==> config.mk <==
export PLATFORM = sky130hd
export DESIGN_NAME = go_back_n_sender_core
export DESIGN_NICKNAME = d
export VERILOG_FILES = /design/src/design/gbn_pkg.sv /design/src/design/go_back_n_sender_core.sv /design/src/design/gbn_ctrl.sv /design/src/design/gbn_datapath.sv
export SDC_FILE = /design/constraint.sdc
export NUM_CORES = 1
export LEC_CHECK = 0
export ABC_AREA = 0
export BUFFER_PORTS_ARGS = -buffer_cell sky130_fd_sc_hd__buf_2
export CORE_UTILIZATION = 63
export CTS_CLUSTER_DIAMETER = 40
export DETAILED_ROUTE_END_ITERATION = 10
export GPL_TIMING_DRIVEN = 0
export PLACE_DENSITY = 0.82
export SYNTH_ARGS = -nofsm -noshare
export SYNTH_HDL_FRONTEND = slang
export SYNTH_SLANG_ARGS = --single-unit
==> constraint.sdc <==
create_clock -name clk -period 6.2 [get_ports clk]
set_input_delay 0.31 -clock clk [delete_from_list [all_inputs] [get_ports clk]]
set_output_delay 0.31 -clock clk [all_outputs]
set_load 0.01 [all_outputs]
==> src/design/gbn_pkg.sv <==
// Shared types, constants and codes for the Go-Back-N sender window.
package gbn_pkg;

  localparam int MAX_WINDOW = 64;
  localparam int FRAME_W    = 16;
  localparam int CNT_W      = 17;
  localparam int WIN_W      = 7;
  localparam int EFF_W      = $clog2(MAX_WINDOW + 1);
  localparam int CLAMP_W    = (EFF_W > WIN_W) ? EFF_W : WIN_W;
  localparam int CFG_IDX_W  = 1;

  localparam logic [1:0] CMD_START   = 2'd0;
  localparam logic [1:0] CMD_ACK     = 2'd1;
  localparam logic [1:0] CMD_TIMEOUT = 2'd2;

  localparam logic [CFG_IDX_W-1:0] REG_FRAME_COUNT = 1'b0;
  localparam logic [CFG_IDX_W-1:0] REG_WINDOW_SIZE = 1'b1;

  localparam logic KIND_SEND = 1'b0;
  localparam logic KIND_EXIT = 1'b1;

  typedef struct packed {
    logic [1:0]         command;
    logic [FRAME_W-1:0] ack_number;
  } in_item_t;

  typedef struct packed {
    logic               kind;
    logic [FRAME_W-1:0] frame_number;
    logic               last;
  } out_item_t;

  typedef enum logic [2:0] {
    ST_IDLE,
    ST_DECODE,
    ST_BURST,
    ST_NEW,
    ST_EXIT
  } state_t;

  typedef struct packed {
    logic capture;
    logic start;
    logic finish;
    logic base_inc;
    logic resend;
    logic emit_burst;
    logic emit_new;
    logic emit_exit;
  } dp_cmd_t;

  typedef struct packed {
    logic [1:0] command;
    logic       active;
    logic       ack_final;
    logic       ack_base;
    logic       start_empty;
    logic       resend_empty;
    logic       can_send;
    logic       burst_last;
    logic       out_free;
  } dp_sts_t;

endpackage

==> src/design/go_back_n_sender_core.sv <==
// Go-Back-N sender window: top level joining controller and datapath.
//
// Items arrive on in_valid/in_ready: a start command, an acknowledgement
// (with ack_number) or a receive timeout. Each item yields zero or more
// result transfers on out_valid/out_ready, one per frame to send or one
// exit marker; last marks the final result of an item.
// One item at a time: an item is taken in one state and decoded in the next,
// and its results leave at one per cycle while the receiver keeps up
// (n results, at most the window of 64).
// An acknowledgement of the window base or a timeout of an active transfer
// yields at most one new frame.
// The single output register sets that pace; when the receiver stalls the
// burst simply waits on it, and in_ready stays low until the last result of
// the item is loaded into the register.
// Configuration (frame_count index 0, window_size index 1) is written with
// cfg_write; a write also takes effect on an item in progress.
// Reset (synchronous, rst) returns the window to its start-up state: no
// transfer under way, frame_count and window_size both one, output empty.
module go_back_n_sender_core
  import gbn_pkg::*;
(
  input  logic                 clk,
  input  logic                 rst,
  input  logic                 cfg_write,
  input  logic [CFG_IDX_W-1:0] cfg_index,
  input  logic [FRAME_W-1:0]   cfg_data,
  input  logic                 in_valid,
  output logic                 in_ready,
  input  in_item_t             in_data,
  output logic                 out_valid,
  input  logic                 out_ready,
  output out_item_t            out_data
);

  dp_cmd_t cmd;
  dp_sts_t sts;

  gbn_ctrl u_ctrl (
    .clk      (clk),
    .rst      (rst),
    .in_valid (in_valid),
    .in_ready (in_ready),
    .sts      (sts),
    .cmd      (cmd)
  );

  gbn_datapath u_dp (
    .clk       (clk),
    .rst       (rst),
    .cfg_write (cfg_write),
    .cfg_index (cfg_index),
    .cfg_data  (cfg_data),
    .in_data   (in_data),
    .out_valid (out_valid),
    .out_ready (out_ready),
    .out_data  (out_data),
    .cmd       (cmd),
    .sts       (sts)
  );

  a_emit_onehot: assert property (@(posedge clk) disable iff (rst)
    $onehot0({cmd.emit_burst, cmd.emit_new, cmd.emit_exit}))
    else $error("more than one result loaded in a cycle");

  a_emit_free: assert property (@(posedge clk) disable iff (rst)
    (cmd.emit_burst || cmd.emit_new || cmd.emit_exit) |-> (!out_valid || out_ready))
    else $error("output register overwritten before transfer");

  a_exit_form: assert property (@(posedge clk) disable iff (rst)
    (out_valid && out_data.kind == KIND_EXIT) |-> (out_data.frame_number == '0 && out_data.last))
    else $error("malformed exit marker");

  a_one_item: assert property (@(posedge clk) disable iff (rst)
    (in_valid && in_ready) |=> !in_ready)
    else $error("second item taken while one is in progress");

endmodule

==> src/design/gbn_ctrl.sv <==
// Controller state machine: decodes one item and sequences its transfers.
module gbn_ctrl
  import gbn_pkg::*;
(
  input  logic    clk,
  input  logic    rst,
  input  logic    in_valid,
  output logic    in_ready,
  input  dp_sts_t sts,
  output dp_cmd_t cmd
);

  state_t state, state_next;

  always_ff @(posedge clk) begin
    if (rst) begin
      state <= ST_IDLE;
    end else begin
      state <= state_next;
    end
  end

  always_comb begin
    state_next = state;
    unique case (state)
      ST_IDLE: begin
        if (in_valid) state_next = ST_DECODE;
      end
      ST_DECODE: begin
        unique case (sts.command)
          CMD_START: state_next = sts.start_empty ? ST_IDLE : ST_BURST;
          CMD_ACK: begin
            if (!sts.active)        state_next = ST_IDLE;
            else if (sts.ack_final) state_next = ST_EXIT;
            else if (sts.ack_base)  state_next = ST_NEW;
            else                    state_next = sts.resend_empty ? ST_IDLE : ST_BURST;
          end
          CMD_TIMEOUT: state_next = sts.active ? ST_NEW : ST_IDLE;
          default:     state_next = ST_IDLE;
        endcase
      end
      ST_BURST: begin
        if (sts.out_free && sts.burst_last) state_next = ST_IDLE;
      end
      ST_NEW: begin
        if (!sts.can_send || sts.out_free) state_next = ST_IDLE;
      end
      ST_EXIT: begin
        if (sts.out_free) state_next = ST_IDLE;
      end
      default: state_next = ST_IDLE;
    endcase
  end

  always_comb begin
    cmd      = '0;
    in_ready = 1'b0;
    unique case (state)
      ST_IDLE: begin
        in_ready    = 1'b1;
        cmd.capture = in_valid;
      end
      ST_DECODE: begin
        unique case (sts.command)
          CMD_START: cmd.start = 1'b1;
          CMD_ACK: begin
            if (sts.active) begin
              if (sts.ack_final)     cmd.finish   = 1'b1;
              else if (sts.ack_base) cmd.base_inc = 1'b1;
              else                   cmd.resend   = 1'b1;
            end
          end
          default: ;
        endcase
      end
      ST_BURST: cmd.emit_burst = sts.out_free;
      ST_NEW:   cmd.emit_new   = sts.out_free && sts.can_send;
      ST_EXIT:  cmd.emit_exit  = sts.out_free;
      default: ;
    endcase
  end

endmodule

==> src/design/gbn_datapath.sv <==
// Datapath: configuration, window state, burst counter and output register.
module gbn_datapath
  import gbn_pkg::*;
(
  input  logic                 clk,
  input  logic                 rst,
  input  logic                 cfg_write,
  input  logic [CFG_IDX_W-1:0] cfg_index,
  input  logic [FRAME_W-1:0]   cfg_data,
  input  in_item_t             in_data,
  output logic                 out_valid,
  input  logic                 out_ready,
  output out_item_t            out_data,
  input  dp_cmd_t              cmd,
  output dp_sts_t              sts
);

  logic [FRAME_W-1:0] frame_count;
  logic [WIN_W-1:0]   window_size;
  logic [1:0]         command;
  logic [FRAME_W-1:0] ack_number;
  logic [CNT_W-1:0]   next_new_frame;
  logic [CNT_W-1:0]   window_base;
  logic [CNT_W-1:0]   window_top;
  logic               started;
  logic               finished;
  logic [CNT_W-1:0]   cur;
  logic [CNT_W-1:0]   lim;

  logic [CLAMP_W-1:0] ws_ext;
  logic [CLAMP_W-1:0] win_clamp;
  logic [CNT_W-1:0]   win;
  logic [CNT_W-1:0]   fc_ext;
  logic [CNT_W-1:0]   start_lim;
  logic [CNT_W-1:0]   base_plus_win;
  logic [CNT_W-1:0]   resend_lim;
  logic [CNT_W:0]     span;
  logic [CNT_W-1:0]   cur_inc;

  always_comb begin
    ws_ext = CLAMP_W'(window_size);
    if (ws_ext == '0)
      win_clamp = CLAMP_W'(1);
    else if (ws_ext > CLAMP_W'(MAX_WINDOW))
      win_clamp = CLAMP_W'(MAX_WINDOW);
    else
      win_clamp = ws_ext;
    win           = CNT_W'(win_clamp);
    fc_ext        = CNT_W'(frame_count);
    start_lim     = (fc_ext < win) ? fc_ext : win;
    base_plus_win = window_base + win;
    resend_lim    = (base_plus_win < fc_ext) ? base_plus_win : fc_ext;
    span          = {1'b0, window_top} - {1'b0, window_base};
    cur_inc       = cur + CNT_W'(1);
  end

  always_comb begin
    sts.command      = command;
    sts.active       = started && !finished;
    sts.ack_final    = (CNT_W'(ack_number) + CNT_W'(1)) == fc_ext;
    sts.ack_base     = CNT_W'(ack_number) == window_base;
    sts.start_empty  = frame_count == '0;
    sts.resend_empty = window_base >= fc_ext;
    sts.can_send     = (span != {1'b0, win - CNT_W'(1)}) && (next_new_frame < fc_ext);
    sts.burst_last   = cur_inc == lim;
    sts.out_free     = !out_valid || out_ready;
  end

  always_ff @(posedge clk) begin
    if (rst) begin
      frame_count <= FRAME_W'(1);
      window_size <= WIN_W'(1);
    end else if (cfg_write) begin
      unique case (cfg_index)
        REG_FRAME_COUNT: frame_count <= cfg_data;
        REG_WINDOW_SIZE: window_size <= cfg_data[WIN_W-1:0];
        default: ;
      endcase
    end
  end

  always_ff @(posedge clk) begin
    if (cmd.capture) begin
      command    <= in_data.command;
      ack_number <= in_data.ack_number;
    end
  end

  always_ff @(posedge clk) begin
    if (rst) begin
      next_new_frame <= '0;
      window_base    <= '0;
      window_top     <= '0;
      started        <= 1'b0;
      finished       <= 1'b0;
    end else begin
      if (cmd.start) begin
        next_new_frame <= start_lim;
        window_base    <= '0;
        window_top     <= win - CNT_W'(1);
        started        <= 1'b1;
        finished       <= 1'b0;
      end
      if (cmd.finish) finished <= 1'b1;
      if (cmd.base_inc) window_base <= window_base + CNT_W'(1);
      if (cmd.emit_new) begin
        next_new_frame <= next_new_frame + CNT_W'(1);
        window_top     <= window_top + CNT_W'(1);
      end
    end
  end

  always_ff @(posedge clk) begin
    if (cmd.start) begin
      cur <= '0;
      lim <= start_lim;
    end else if (cmd.resend) begin
      cur <= window_base;
      lim <= resend_lim;
    end else if (cmd.emit_burst) begin
      cur <= cur_inc;
    end
  end

  always_ff @(posedge clk) begin
    if (rst) begin
      out_valid <= 1'b0;
    end else if (cmd.emit_burst || cmd.emit_new || cmd.emit_exit) begin
      out_valid <= 1'b1;
    end else if (out_ready) begin
      out_valid <= 1'b0;
    end
  end

  always_ff @(posedge clk) begin
    if (cmd.emit_burst) begin
      out_data <= '{kind: KIND_SEND, frame_number: cur[FRAME_W-1:0],
                    last: sts.burst_last};
    end else if (cmd.emit_new) begin
      out_data <= '{kind: KIND_SEND, frame_number: next_new_frame[FRAME_W-1:0],
                    last: 1'b1};
    end else if (cmd.emit_exit) begin
      out_data <= '{kind: KIND_EXIT, frame_number: '0, last: 1'b1};
    end
  end

endmodule
==> impl_metrics.tcl <==
set metrics [dict create \
    cts_tree "built" \
    leakagePower_uw 0.00483 \
    hold_buffers 0 \
    path_common_cell "a21oi_1" \
    cts.htree.levels 4 \
    synth_cell_types 82 \
    syn_area_per_cell_um2 8.39 \
    hp-class "in2reg" \
    rows 48 \
    cts_buffer_depth 2 \
    worst_pin_slew_ns 0.991 \
    cp.buffers_inverters 1 \
    insertion_delay_ns 0.44 \
    rr_worst_depth 23 \
    nets 1521 \
    dp_cells 1603 \
    comb_power_share_pct 15.2 \
    vias_per_cell 6.49 \
    slowest_delay_ns 0.48 \
    cts-resized-gates 0 \
    root_buffer "clkbuf_16" \
    finalNonFillerCells 1635 \
    worstSetupStartpointType "flip-flop" \
    ys.flop_type "dfxtp_1" \
    synthesis.area_mm2 0.0111 \
    p_sw_uw 696 \
    drive_above_1_share_pct 9.93 \
    drc 0 \
    crit_path_cell_trace "nor3_4, a21oi_1, nor2_1, ha_1, fa_1, a21o_1, a21oi_1, o21bai_1, a21o_1, a21oi_1, nor4_1, xnor2_1, ha_1, a21oi_1, nor2b_1, o21ai_0, nand2b_1, a21oi_1, nor2b_1, o21ai_0, nand3_1, clkbuf_1, a211oi_1" \
    cp-end-kind "flip-flop" \
    status "finished, final reports clean" \
    min_path_cells 1 \
    gp_congestion 1.00 \
    grt_pass1_wl_um 51700 \
    ys_seq_area_share_pct 31.8 \
    period_share_pct 90.1 \
    clkPwrFrac_pct 41.2 \
    reg2reg_from "u_dp.window_size[2]" \
    die_w_um 135 \
    grt_max_degree 20 \
    finalMaxSlewViolations 0 \
    drt_first_pass_iters 7 \
    setup_tns_ns 0 \
    fin_util_pct 71.0 \
    cp.required_ns 6.40 \
    nFillCells 1389 \
    syn_to_final_growth_pct 10.4 \
    yosys.area.top_type "dfxtp_1" \
    route.antenna.remaining_nets 0 \
    drt_wl_total_um 32800 \
    ys_async_sr_fraction_pct 0 \
    dpl-instance-area_mm2 0.0116 \
    path_clk_slew_ns 0.06 \
    maxCapViolations 0 \
    max_freq_mhz 179 \
    critPathTopFamily "compound AO/OA/AOI/OAI gates" \
    post_drt_wl_per_cell_um 20.1 \
    dp_hpwl_um 25000 \
    synth_top_area_share_pct 17.7 \
    die_area_mm2 0.0181 \
    crit_arrival_ns 5.79 \
    core_mm2 0.0172 \
    die_h_um 135 \
    hold_violations 0 \
    crit_slowest_cell "dfxtp_1" \
    finalSetupViolations 0 \
    r2r-end "u_dp.lim[15]" \
    post_cts_buffers 0 \
    pwr-share-seq_pct 43.6 \
    stdcell_area_mm2 0.0122 \
    path_class "reg2reg" \
    ys_warn_count 0 \
    gr-total-overflow 0 \
    clock_sinks 150 \
    grtUsageTotal_pct 37.1 \
    cts-buffers-inserted 17 \
    relSlewSlack_pct 33.9 \
    r2r_setup_slack_ns 0.61 \
    routed-via-count 10615 \
    hp-start "in_data[15]" \
    antenna_found_initial 0 \
    powerDensity_mw_per_mm2 206 \
    hold_slack_ns 0.0387 \
    dr.first_iter.drc_count 1109 \
    peakVddDrop_uv 217 \
    synthCells 1322 \
    ys_ff_latch 150 \
    synth.area.top_cells "dfxtp_1, edfxtp_1, ha_1" \
    layout_min_cycle_time_ns 5.59 \
    whs_endpoint "u_dp.ack_number[15]" \
    switching_share_pct 27.7 \
    rsz0062_at_grt "no" \
    syn_nets 1446 \
    initial_core_util_pct 64.3 \
    intPower_uw 1820 \
    grt_pass1_vias 9802 \
    io_buffers 56 \
    skew_ns 0.00900 \
    path_max_fanout 10 \
    pin_count 60 \
    synth_edf_count 52 \
    n_antenna_cell 0 \
]
registers in the layout, summed over array words and instances (netlist names), 16 cells and up:
| signal | cells |
|---|---|
| u_dp.cur | 17 |
| u_dp.window_base | 17 |
| u_dp.out_data | 18 |
| u_dp.lim | 17 |
| u_dp.ack_number | 16 |
| u_dp.window_top | 17 |
| u_dp.next_new_frame | 17 |
| u_dp.frame_count | 16 |
layout make-up:
type / instances / area [µm²] / area share, %
inverters: 58 / 218 / 1.78
well taps: 225 / 282 / 2.30
multi-input cells: 1038 / 7030 / 57.5
plain buffers: 76 / 317 / 2.59
clock inverters: 9 / 86.3 / 0.706
flip-flops and latches: 150 / 3520 / 28.8
repair buffers: 56 / 280 / 2.29
clock buffers: 23 / 499 / 4.08
worst max-delay path by stage:
| stage | from | to | slack [ns] | depth (start not counted) |
|---|---|---|---|---|
| 6_report | u_dp.window_size[2] | u_dp.lim[15] | 0.61 | 23 |
| 5_1_grt | u_dp.window_size[2] | u_dp.lim[15] | 0.16 | 23 |
| 4_1_cts | u_dp.window_size[2] | u_dp.lim[15] | 0.69 | 23 |
| 3_5_place_dp | u_dp.window_size[2] | u_dp.lim[15] | 0.73 | 23 |
| 3_3_place_gp | u_dp.window_size[2] | u_dp.lim[15] | 0.82 | 23 |
| 2_1_floorplan | u_dp.window_size[2] | u_dp.lim[7] | 1.76 | 24 |
synthesized netlist by cell type (6+ instances only):
| library cell | number |
|---|---|
| inv_1 | 57 |
| nand3_1 | 48 |
| nor2_1 | 102 |
| xor2_1 | 35 |
| o21ai_0 | 53 |
| ha_1 | 82 |
| a21o_1 | 31 |
| o21bai_1 | 13 |
| dfxtp_1 | 98 |
| a21oi_1 | 80 |
| and2_1 | 6 |
| and4_1 | 13 |
| nor3_1 | 37 |
| edfxtp_1 | 52 |
| o221ai_1 | 8 |
| a22o_1 | 14 |
| a31oi_1 | 10 |
| o31ai_1 | 8 |
| xnor2_1 | 76 |
| a211oi_1 | 31 |
| nor3b_1 | 25 |
| nand2b_1 | 16 |
| clkbuf_1 | 60 |
| buf_2 | 10 |
| mux2i_1 | 9 |
| nand2_1 | 125 |
| nor2b_1 | 15 |
| nand4_1 | 28 |
| o211ai_1 | 8 |
| and3_1 | 31 |
| nor4_1 | 18 |
| o21ai_1 | 22 |
power by group through the flow:
stage	Clock, µW	Combinational (µW)	Sequential (µW)
6_report	1040	382	1100
5_1_grt	1080	418	1100
4_1_cts	1030	374	1100
3_5_place_dp	0	371	1120
3_3_place_gp	0	362	1120
2_1_floorplan	0	277	1110
layer usage:
| layer | part of all wire, % | wire (µm) | up-vias | GRT usage (%) |
|---|---|---|---|---|
| li1 | - | - | 4987 | - |
| met1 | 40 | 13200 | 4954 | 47.2 |
| met2 | 44 | 14600 | 555 | 57.6 |
| met3 | 8.7 | 2850 | 119 | 6.94 |
| met4 | 6.5 | 2130 | 0 | 24.7 |
| met5 | 0 | 0 | - | 0 |
cells in the final DEF, fill, tap and decap left out, types with 22 or more instances in the layout:
cell type    n
nand2_1    125
nor2_1     101
dfxtp_1     98
ha_1        82
a21oi_1     80
xnor2_1     76
buf_2       66
clkbuf_1    62
inv_1       57
o21ai_0     53
edfxtp_1    52
nand3_1     48
nor3_1      37
xor2_1      35
a21o_1      31
a211oi_1    31
and3_1      31
nand4_1     28
nor3b_1     25
o21ai_1     22
worst reg2reg max path: stages (launching register included):
cell and delay, ns:
dfxtp_1 0.48, nor3_4 0.10, a21oi_1 0.27, nor2_1 0.14, ha_1 0.23, fa_1 0.41
a21o_1 0.21, a21oi_1 0.25, o21bai_1 0.12, a21o_1 0.21, a21oi_1 0.42, nor4_1 0.11
xnor2_1 0.28, ha_1 0.31, a21oi_1 0.15, nor2b_1 0.06, o21ai_0 0.15, nand2b_1 0.08
a21oi_1 0.17, nor2b_1 0.06, o21ai_0 0.21, nand3_1 0.21, clkbuf_1 0.28, a211oi_1 0.45
kinds of logic (layout without fill, tap and decap cells):
group,count (synthesis),in the layout,share of synthesized area [%]
adders and majority gates,84,84,9.62
muxes,13,13,1.22
and+or+nand+nor,495,495,23.5
other,1,1,0.0338
xor gates and xnor gates,111,111,8.77
DFF,150,150,31.8
buffers and inverters,134,222,4.82
AOI/OAI and AO/OA,334,334,20.3
through the flow:
step	power, µW	setup WS, ns
finish	2520	0.612
global route	2590	0.159
CTS	2500	0.687
detailed placement	1490	0.731
global placement	1480	0.823
floorplan	1380	1.76
Note: power is estimated with default switching activity, not from simulation.
